## config.mk

```make
export PLATFORM = sky130hd
export DESIGN_NAME = fsrb_row_mem
export DESIGN_NICKNAME = d
export VERILOG_FILES = /design/src/hdl/fsrb_pkg.sv /design/src/hdl/fsrb_row_mem.sv
export SDC_FILE = /design/constraint.sdc
export NUM_CORES = 2
export LEC_CHECK = 0
export BUFFER_PORTS_ARGS = -buffer_cell sky130_fd_sc_hd__clkbuf_2
export CAP_MARGIN = 25
export CORE_MARGIN = 4
export CORE_UTILIZATION = 56
export CTS_CLUSTER_DIAMETER = 200
export DETAILED_ROUTE_END_ITERATION = 8
export PLACE_DENSITY = 0.82
export REMOVE_ABC_BUFFERS = 1
export SYNTH_ARGS = -nofsm -noshare
export SYNTH_HDL_FRONTEND = slang
export SYNTH_MEMORY_MAX_BITS = 65536
export SYNTH_SLANG_ARGS = --single-unit
```

## constraint.sdc

```tcl
create_clock -name clk -period 1.4 [get_ports clk]
set_input_delay 0 -clock clk [delete_from_list [all_inputs] [get_ports clk]]
set_output_delay 0 -clock clk [all_outputs]
set_load 0.02 [all_outputs]
```

## src/hdl/fsrb_pkg.sv

```systemverilog
// fsrb_pkg: sizes, codes and row types of the per-source reorder buffer
// no dependencies; imported by every module of the block
package fsrb_pkg;

    localparam int NUM_SOURCES   = 16;
    localparam int HOLD_DEPTH    = 8;
    localparam int PAYLOAD_BITS  = 16;

    localparam int SRC_BITS      = $clog2(NUM_SOURCES);
    localparam int SLOT_BITS     = $clog2(HOLD_DEPTH);
    localparam int SEQ_BITS      = 16;
    localparam int ROOM_BITS     = 4;
    localparam int ID_BITS       = 4;
    localparam int PORT_PAY_BITS = 16;

    typedef enum logic
    {
        OP_ARRIVE = 1'b0,
        OP_FLUSH  = 1'b1
    } op_t;

    typedef enum logic [1:0]
    {
        ST_DONE  = 2'd0,
        ST_HELD  = 2'd1,
        ST_STALE = 2'd2,
        ST_FULL  = 2'd3
    } status_t;

    typedef struct packed
    {
        logic [SEQ_BITS-1:0]     seq;
        logic [ROOM_BITS-1:0]    room;
        logic [PAYLOAD_BITS-1:0] pay;
    } entry_t;

    typedef struct packed
    {
        logic [SEQ_BITS-1:0]   last_rel;
        logic [HOLD_DEPTH-1:0] vld;
        entry_t [HOLD_DEPTH-1:0] ent;
    } row_t;

    typedef struct packed
    {
        logic                 dup;
        logic                 free_any;
        logic [SLOT_BITS-1:0] free_idx;
        logic [SLOT_BITS-1:0] hit1_idx;
        logic                 hit2_any;
        logic                 any_valid;
        logic                 one_valid;
        logic [SLOT_BITS-1:0] min_idx;
    } scan_t;

endpackage

```

## src/hdl/fsrb_row_mem.sv

```systemverilog
// fsrb_row_mem: one row per source (counter, slot valids, slot contents)
// synchronous memory with registered read; uses fsrb_pkg
module fsrb_row_mem
    import fsrb_pkg::*;
(
    input  logic                clk,
    input  logic                rst_n,
    input  logic                rd_en,
    input  logic                wr_en,
    input  logic [SRC_BITS-1:0] addr,
    input  row_t                wr_row,
    output row_t                rd_row
);

    row_t                   row_ram [NUM_SOURCES];
    row_t                   q_reg;
    logic                   qv_reg;
    logic [NUM_SOURCES-1:0] rvld_reg;

    always_ff @(posedge clk)
    begin
        if (wr_en)
        begin
            row_ram[addr] <= wr_row;
        end
        if (rd_en)
        begin
            q_reg <= row_ram[addr];
        end
    end

    // a row never written reads as its reset value
    always_ff @(posedge clk or negedge rst_n)
    begin
        if (!rst_n)
        begin
            rvld_reg <= '0;
            qv_reg   <= 1'b0;
        end
        else
        begin
            if (wr_en)
            begin
                rvld_reg[addr] <= 1'b1;
            end
            if (rd_en)
            begin
                qv_reg <= rvld_reg[addr];
            end
        end
    end

    assign rd_row = qv_reg ? q_reg : '0;

endmodule

```

==> impl_metrics.toml <==
[outcome]
status = "complete, but fails checks"
violations = "negative setup slack"

[routing]
via_per_inst = 6.93
wl_um = 605000
met1Wirelength_um = 191000
highest_layer = "met5"
drc = 0
dr.pass1.iters = 6
met2_length_um = 305000
vias = 105000
wl_met3_um = 68500
antenna_left = 0
drt_iter0_drc = 18700
wl_per_cell_um = 40.0

[die]
core_mm2 = 0.353
ios = 632
start_util_pct = 56.4
die_y_um = 604
die_area_mm2 = 0.365
die_w_um = 604
rows = 218

[timing]
fin_worst_skew_ps = 42.6
setup_tns_ps = -1405530
relSlewSlack_pct = 46.5
hold_violations = 0
rsz0062_at_grt = "yes"
slew_viol_final = 0
worst_pin_slew_ps = 800
layout_min_cycle_time_ps = 2480
hold_ws_ps = 7.35
period_share_pct = 177
setup_viol = 5625
fmax_mhz = 403
setup_ws_ps = -1080

[synth]
netlist-cell-type-count = 22
synthCells = 7632
ys_ff_latch = 5321
yosysWarningCount = 0
avgSynthCellArea_um2 = 26.1
ys_seq_area_share_pct = 80.2
syn_area_mm2 = 0.199

[layout]
area_growth_pct = 22.6
final_nets = 10200
layout_commonest_cell = "edfxtp_1"
drive_gt1_share_pct = 38.7
multi_input_area_mm2 = 0.0379
seq_area_mm2 = 0.160
final_cell_mix = "edfxtp_1 (5304), mux4_2 (1563), dlygate4sd3_1 (614)"
fill_cells = 19000
largest_reg_flops = 4992

[grt]
grt_usage_pct = 32.1
grt-ovfl-total = 0
grt_pass1_vias = 106000
grt_pass1_wl_um = 827000
grt_antenna_before_repair = 88
grt_max_degree = 62

[place]
port_buffers = 631
gp_congestion = 0.801
hpwl_um = 309000

[setup_path]
critPathLaunchType = "flop"
crit_slowest_cell = "dfrtp_4"
crit_fanout = 46
slowest_delay_ps = 540
worstSetupEndpointType = "output pin"
crit_chain = "buf_12, buf_16, and2_1, clkbuf_4"
required_ps = 1400
cp.arrival_ps = 2480
worstSetupPathType = "flop to output pin"

[cts]
clk_path_buf_depth = 4
cts_made_buffers = 527
tritoncts = "yes"
cts.clk_slew.worst_paths_ps = 70
cts.sinks = 5321
clk_latency_ps = 1040
cts-hold-fix-buffers = 614
htreeDepth = 6
cts_root_buf = "clkbuf_16"

[power_and_ir_drop]
power_density_mw_per_mm2 = 1450
vdd_drop_max_mv = 1.54
leakagePower_nw = 79.6
fin_total_pwr_mw = 354

[worst_hold_path]
hp-class = "input pin to flop"

[flow_run]
cap_viol_max_count = 0
Yosys cell counts:
cell	n	area, µm²
buf_2	114	571
nand3b_1	3	22.5
nand2b_1	2	12.5
inv_2	1	3.75
buf_4	1	7.51
mux4_2	1563	35200
and2_1	312	1950
nor3_1	4	20.0
buf_1	29	109
nor2_1	14	52.6
mux2i_1	2	20.0
clkbuf_1	199	747
a32oi_1	1	8.76
or2_2	16	100
o221a_2	1	11.3
nand3_1	2	10.0
buf_6	43	484
nand2_1	1	3.75
or3b_2	2	17.5
edfxtp_1	5304	159000
a31oi_1	1	6.26
dfrtp_1	17	425
critical path, delay by kind of cell, from the launching register on:
family                 cells  cell delay (ps)
flip-flops                 1              540
buffers and inverters      3              530
AND/OR/NAND/NOR            1              260
per-layer routing:
layer  global-route usage, %  vias up
met5                       0        -
met4                    16.6       30
met3                    6.59     2091
met2                    52.8    10300
met1                    41.1    54500
li1                        -    37900
through the flow:
stage / utilization [%] / std cells / cell area [µm²] / setup slack [ps]
after floorplan: - / 7246 / 197000 / -22060
after global placement: 61.8 / 13500 / 218000 / -872
after detailed placement: 61.8 / 13500 / 218000 / -916
after CTS: 68.6 / 15000 / 242000 / -1100
after global routing: 69.0 / 15100 / 244000 / -1130
final: 69.1 / 15100 / 244000 / -1080
path summary, 6_finish.rpt:
path                                           startpoint                        end  slack (ps)  depth (start not counted)
min in group asynchronous                           rst_n    rvld_reg[7]$_DFFE_PN0P_         420                          3
worst min-delay path                              addr[3]  row_ram[0][113]$_DFFE_PP_           7                          5
worst max-delay path                   qv_reg$_DFFE_PN0P_                 rd_row[41]       -1080                          4
worst max register to register  row_ram[3][183]$_DFFE_PP_       q_reg[183]$_DFFE_PP_        -580                          2
worst min register to register    rvld_reg[6]$_DFFE_PN0P_    rvld_reg[6]$_DFFE_PN0P_         470                          1
max in group asynchronous                           rst_n         qv_reg$_DFFE_PN0P_         390                          3
cell families (layout without fill, tap and decap cells):
logic type / Yosys count / count (layout) / synth area share [%]
simple gates: 356 / 356 / 1.10
flops: 5321 / 5321 / 80.2
mux: 1565 / 1565 / 17.7
other cells: 0 / 105 / 0
compound gates: 3 / 3 / 0.0132
buf+inv: 387 / 3057 / 0.965
cell type report:
type                            count  area share (%)
Clock inverter                    305            1.49
Clock buffer                      620            5.59
Timing Repair Buffer             2131            9.39
Antenna cell                      105           0.108
Sequential cell                  5321            65.5
Tap cell                         4730            2.43
Inverter                            1         0.00462
Multi-Input combinational cell   1924            15.5
power breakdown:
part	internal [mW]	switching [mW]	total, mW
combinational	12.4	14.6	27.0
clock	80.0	65.2	145
sequential	180	2.10	182
total	272	81.8	354
repair_timing:
item                                    CTS  global route
buffers inserted                          7             5
setup endpoints to repair               624          5663
pin swaps                                 1             3
resized for setup                        91           550
endpoints found under the hold margin  5580            43
cloned                                    4            17
(Power assumes the default switching activity.)
