## src/hdl/fsrb_pkg.sv

```systemverilog
// fsrb_pkg: sizes, codes and row types of the per-source reorder buffer
// no dependencies; imported by every module of the block
package fsrb_pkg;

    localparam int NUM_SOURCES   = 16;
    localparam int HOLD_DEPTH    = 8;
    localparam int PAYLOAD_BITS  = 16;

    localparam int SRC_BITS      = $clog2(NUM_SOURCES);
    localparam int SLOT_BITS     = $clog2(HOLD_DEPTH);
    localparam int SEQ_BITS      = 16;
    localparam int ROOM_BITS     = 4;
    localparam int ID_BITS       = 4;
    localparam int PORT_PAY_BITS = 16;

    typedef enum logic
    {
        OP_ARRIVE = 1'b0,
        OP_FLUSH  = 1'b1
    } op_t;

    typedef enum logic [1:0]
    {
        ST_DONE  = 2'd0,
        ST_HELD  = 2'd1,
        ST_STALE = 2'd2,
        ST_FULL  = 2'd3
    } status_t;

    typedef struct packed
    {
        logic [SEQ_BITS-1:0]     seq;
        logic [ROOM_BITS-1:0]    room;
        logic [PAYLOAD_BITS-1:0] pay;
    } entry_t;

    typedef struct packed
    {
        logic [SEQ_BITS-1:0]   last_rel;
        logic [HOLD_DEPTH-1:0] vld;
        entry_t [HOLD_DEPTH-1:0] ent;
    } row_t;

    typedef struct packed
    {
        logic                 dup;
        logic                 free_any;
        logic [SLOT_BITS-1:0] free_idx;
        logic [SLOT_BITS-1:0] hit1_idx;
        logic                 hit2_any;
        logic                 any_valid;
        logic                 one_valid;
        logic [SLOT_BITS-1:0] min_idx;
    } scan_t;

endpackage

```

## src/hdl/fsrb_scan.sv

```systemverilog
// fsrb_scan: parallel compare over the slots of the working row
// duplicate, free slot, next-in-sequence and smallest-distance search; uses fsrb_pkg
module fsrb_scan
    import fsrb_pkg::*;
(
    input  row_t                row,
    input  logic [SEQ_BITS-1:0] seq_in,
    output scan_t               scan
);

    logic [SEQ_BITS-1:0] want1;
    logic [SEQ_BITS-1:0] want2;
    logic [SEQ_BITS-1:0] gap;
    logic [SEQ_BITS-1:0] best;

    assign want1 = row.last_rel + SEQ_BITS'(1);
    assign want2 = row.last_rel + SEQ_BITS'(2);

    always_comb
    begin
        scan = '0;
        gap  = '0;
        best = '0;
        for (int i = 0; i < HOLD_DEPTH; i++)
        begin
            if (row.vld[i])
            begin
                if (row.ent[i].seq == seq_in)
                begin
                    scan.dup = 1'b1;
                end
                if (row.ent[i].seq == want1)
                begin
                    scan.hit1_idx = SLOT_BITS'(i);
                end
                if (row.ent[i].seq == want2)
                begin
                    scan.hit2_any = 1'b1;
                end
                gap = row.ent[i].seq - row.last_rel;
                if (!scan.any_valid || gap < best)
                begin
                    best         = gap;
                    scan.min_idx = SLOT_BITS'(i);
                end
                scan.any_valid = 1'b1;
            end
            else if (!scan.free_any)
            begin
                scan.free_any = 1'b1;
                scan.free_idx = SLOT_BITS'(i);
            end
        end
        scan.one_valid = ($countones(row.vld) == 1);
    end

endmodule

```

## config.mk

```make
export PLATFORM = sky130hd
export DESIGN_NAME = fsrb_scan
export DESIGN_NICKNAME = d
export VERILOG_FILES = /design/src/hdl/fsrb_pkg.sv /design/src/hdl/fsrb_scan.sv
export SDC_FILE = /design/constraint.sdc
export NUM_CORES = 1
export LEC_CHECK = 0
export BUFFER_PORTS_ARGS = -buffer_cell sky130_fd_sc_hd__buf_4
export CAP_MARGIN = 40
export CORE_UTILIZATION = 55
export DETAILED_ROUTE_END_ITERATION = 8
export MAX_ROUTING_LAYER = met4
export PLACE_DENSITY = 0.9
export SLEW_MARGIN = 20
export SYNTH_ARGS = -nofsm -noshare
export SYNTH_HDL_FRONTEND = slang
export SYNTH_SLANG_ARGS = --single-unit
```

## constraint.sdc

```tcl
create_clock -name vclk -period 29.4
set_clock_uncertainty 0.2 [all_clocks]
set_input_delay 2.94 -clock vclk [all_inputs]
set_output_delay 2.94 -clock vclk [all_outputs]
set_load 0.005 [all_outputs]
```

==> results.json, run 1 <==
{
  "post_cts_buffers": 0,
  "synth_area_um2": 13800,
  "yosys-top-cells-count": "xnor2_1 (270), ha_1 (225), xor2_1 (197)",
  "synth_top_area_share": 0.203,
  "seq_cells": 0,
  "drive_gt1_frac": 0.126,
  "status": "finished, final reports clean",
  "grt_max_degree": 30,
  "initial_core_util": 0.564,
  "route.met3.wl_um": 8590,
  "gp_congestion": 1.04,
  "slowest_delay_ns": 0.72,
  "crit_end": "scan[0]",
  "yosysWarnings": 0,
  "post_cts_resized": 0,
  "cp-start-kind": "input port",
  "chipWidth_um": 161,
  "grt_pass1_vias": 14300,
  "die-area_um2": 25800,
  "ys_seq_area_frac": 0,
  "rsz0062_at_grt": "false",
  "finalSetupViolCount": 0,
  "area_growth_pct": 13.8,
  "fp.dieH_um": 161,
  "dpl.hpwl_um": 49800,
  "postCtsHoldBufs": 0,
  "wire_per_inst_um": 25.6,
  "vias": 15700,
  "ios": 342,
  "max_freq_mhz": 35.7,
  "critPathKind": "in -> out",
  "dr.max_layer_used": "met4",
  "first_pass_iters": 6,
  "grt_overflow": 0,
  "design.core.area_um2": 24500,
  "synth.most_common_cell": "xnor2_1",
  "finalHoldViolCount": 0,
  "antenna_found_initial": 1,
  "synth_cell_types": 83,
  "wl_um": 61600,
  "portBuffers": 182,
  "seq_area_um2": 0,
  "nClkBuffers": 0,
  "finalCritPeriodShare": 0.952,
  "hold_class": "in -> out",
  "drv_cap": 0,
  "slowest_stage": "o21ai_0",
  "worst_pin_slew_ns": 0.920,
  "drv_slew": 0,
  "min_period_ns": 28.00,
  "relSlewSlack": 0.381,
  "drc": 0,
  "ant_nets": 0,
  "grtUsageTotal": 0.477,
  "grt_pass1_wl_um": 88900,
  "drtIter0Drc": 2074,
  "met1Wirelength_um": 25600,
  "cp.arrival_ns": 24.86,
  "worstPathMaxFanout": 29,
  "fin_tns_setup_ns": 0,
  "critPathLaunch": "row[298]",
  "syn_inst": 1897,
  "nNetsFinal": 2643,
  "worstPathRequired_ns": 26.26,
  "worstSetupEndpointType": "output pin",
  "syn_area_per_cell_um2": 7.30,
  "synthTopCellsByArea": "ha_1 (20%), xnor2_1 (17%), xor2_1 (12%)",
  "num_rows": 57,
  "synth_nets": 2462,
  "dr_wl_met2_um": 24200,
  "yosys.area.top_type": "ha_1",
  "vias_per_cell": 6.55
}
[layout by cell type, fill, tap and decap left out, drive strengths merged, types with 5 or more instances in the layout]
| cell | instances |
|---|---|
| a21oi | 118 |
| buf | 223 |
| nand4 | 73 |
| or4 | 7 |
| nor2 | 129 |
| a21o | 54 |
| o31a | 5 |
| nand2 | 135 |
| ha | 225 |
| nand3 | 37 |
| or2 | 6 |
| nor3 | 32 |
| or3 | 10 |
| fa | 12 |
| a211oi | 8 |
| and4 | 5 |
| inv | 126 |
| and2 | 6 |
| and3 | 7 |
| xnor2 | 270 |
| o211ai | 13 |
| a21boi | 24 |
| nor4 | 49 |
| nand2b | 26 |
| nor2b | 24 |
| a2111oi | 5 |
| mux2i | 24 |
| o21a | 24 |
| o41ai | 7 |
| a31oi | 13 |
| xor2 | 198 |
| o21bai | 8 |
| o21ai | 109 |
[worst min-delay path by stage]
| stage | to | cells past startpoint | startpoint |
|---|---|---|---|
| 2_1_floorplan | scan[12] | 1 | row[295] |
| 3_3_place_gp | scan[12] | 3 | row[294] |
| 3_5_place_dp | scan[12] | 3 | row[294] |
| 4_1_cts | scan[12] | 3 | row[294] |
| 5_1_grt | scan[12] | 3 | row[294] |
| 6_report | scan[12] | 3 | row[294] |
[layer usage]
metal / up-vias / GRT usage
met3: 201 / 0.103
met4: 0 / 0.194
met1: 7277 / 0.654
met2: 1133 / 0.671
met5: - / -
li1: 7126 / -
[per-stage QoR]
stage | setup WS, ns | hold slack, ns | cell area (um^2) | utilization | cells
floorplan | 4.71 | 5.74 | 13800 | - | 1897
global placement | 2.30 | 6.02 | 15700 | 0.641 | 2396
detailed placement | 2.14 | 6.04 | 15800 | 0.642 | 2400
CTS | 2.06 | 6.04 | 15800 | 0.642 | 2400
global route | 0.138 | 6.05 | 15800 | 0.642 | 2401
finish | 1.40 | 6.03 | 15800 | 0.642 | 2402
[worst max-delay path: cells and delay by family]
family | cells | cell delay, ns
adder cells (fa/ha/maj) | 8 | 2.58
AND/OR/NAND/NOR | 22 | 3.62
XOR/XNOR | 1 | 0.55
buffers and inverters | 14 | 3.07
AO/OA/AOI/OAI | 43 | 12.02
[final cells by class]
| class | instances | area, um^2 |
|---|---|---|
| Antenna cell | 2 | 5.00 |
| Inverter | 126 | 473 |
| Tap cell | 324 | 405 |
| Fill cell | 2271 | 8780 |
| Multi-Input combinational cell | 1727 | 13200 |
| Timing Repair Buffer | 223 | 1670 |
[cell families after synthesis]
kind of cell	share of synthesized area
AO/OA/AOI/OAI	0.209
XOR/XNOR	0.297
adder cells (fa/ha/maj)	0.224
buffers and inverters	0.0483
multiplexers	0.0206
AND/OR/NAND/NOR	0.202
==> run 2, diff against run 1 <==
--- a/config.mk
+++ b/config.mk
@@ -7,10 +7,10 @@
 export LEC_CHECK = 0
 export BUFFER_PORTS_ARGS = -buffer_cell sky130_fd_sc_hd__buf_4
 export CAP_MARGIN = 40
-export CORE_UTILIZATION = 55
+export CORE_UTILIZATION = 50
 export DETAILED_ROUTE_END_ITERATION = 8
 export MAX_ROUTING_LAYER = met4
-export PLACE_DENSITY = 0.9
+export PLACE_DENSITY = 0.84
 export SLEW_MARGIN = 20
 export SYNTH_ARGS = -nofsm -noshare
 export SYNTH_HDL_FRONTEND = slang
==> results.json, run 2 (synthesis gave the netlist of run 1 again) <==
{
  "design.core.area_um2": 27000,
  "wl_um": 59300,
  "nNetsFinal": 2639,
  "gp_congestion": 1.08,
  "seq_area_um2": 0,
  "dpl_cell_area_um2": 15800,
  "portBuffers": 182,
  "finalSetupViolCount": 0,
  "drc": 0,
  "slowest_delay_ns": 0.69,
  "layout_commonest_cell": "xnor2_1",
  "relSlewSlack": 0.361,
  "layout.cells.non_filler": 2417,
  "postCtsHoldBufs": 0,
  "max_freq_mhz": 35.5,
  "rsz0062_at_grt": "false",
  "grt_pass1_wl_um": 86200,
  "finalInstanceArea_um2": 15800,
  "worstPathRequired_ns": 26.26,
  "worst_pin_slew_ns": 0.950,
  "drtIter0Drc": 1729,
  "finalCritPeriodShare": 0.959,
  "antenna_found_initial": 3,
  "grtUsageTotal": 0.417,
  "chipWidth_um": 168,
  "post_cts_buffers": 0,
  "hold_class": "in -> out",
  "min_period_ns": 28.20,
  "fin_tns_setup_ns": 0,
  "worstSetupEndpointType": "output pin",
  "nClkBuffers": 0,
  "area_growth_pct": 13.9,
  "grt_pass1_vias": 14400,
  "cp-start-kind": "input port",
  "initial_core_util": 0.512,
  "wire_per_inst_um": 24.5,
  "num_rows": 60,
  "fp.dieH_um": 168,
  "grt_overflow": 0,
  "cpMostUsedCell": "a21o_1",
  "critPathKind": "in -> out",
  "dp.cells": 2412,
  "drive_gt1_frac": 0.125,
  "first_pass_iters": 8,
  "vias": 15600,
  "slowest_stage": "nor3b_1",
  "dpl.hpwl_um": 48000,
  "finalHoldViolCount": 0,
  "vias_per_cell": 6.47,
  "whs_path_depth": 3,
  "grt_max_degree": 28,
  "cp.arrival_ns": 25.06,
  "ant_nets": 0,
  "drv_cap": 0,
  "seq_cells": 0,
  "fill_cells": 2592,
  "die-area_um2": 28400,
  "ios": 342,
  "worstPathMaxFanout": 27,
  "status": "finished, final reports clean",
  "drv_slew": 0,
  "layout_common_cells": "xnor2_1 (266), ha_1 (225), buf_4 (214), xor2_1 (197), nand2_1 (135)"
}
-- run 2: metal layers --
layer / track usage / up-vias / routed length, um
li1: - / 7124 / -
met5: - / - / 0
met3: 0.0943 / 222 / 7890
met1: 0.547 / 7174 / 24200
met4: 0.192 / 0 / 3540
met2: 0.603 / 1118 / 23700
-- run 2: area by class of cell --
type	count	area, um^2	area share
inverters	126	473	0.0300
repair buffers	219	1660	0.105
diodes	4	10.0	0.000635
well taps	341	427	0.0270
multi-input cells	1727	13200	0.837
-- run 2: repair_timing --
item / CTS / global route
endpoints found under the hold margin: 0 / 0
resized for setup: 0 / 1
endpoints found under the setup margin: 0 / 3
-- run 2: per-stage QoR --
| stage | util | hold slack [ns] | setup slack (ns) |
|---|---|---|---|
| after floorplan | - | 5.74 | 4.71 |
| after global placement | 0.581 | 6.02 | 1.80 |
| after detailed placement | 0.583 | 6.02 | 1.68 |
| after CTS | 0.583 | 6.02 | 1.59 |
| after global routing | 0.584 | 6.03 | 0.101 |
| final | 0.584 | 6.02 | 1.20 |
-- run 2: path summary, 6_finish.rpt --
kind,slack [ns],startpoint,endpoint
max,1.20,row[298],scan[0]
min,6.02,row[295],scan[12]
-- run 2: critical path: cells and delay by family --
family                   cells  cell delay, ns
AO/OA/AOI/OAI               51           12.17
AND/OR/NAND/NOR             26            4.41
adder cells (fa/ha/maj)      8            2.69
buffers and inverters       10            1.93
XOR/XNOR                     1            0.52
multiplexers                 1            0.33
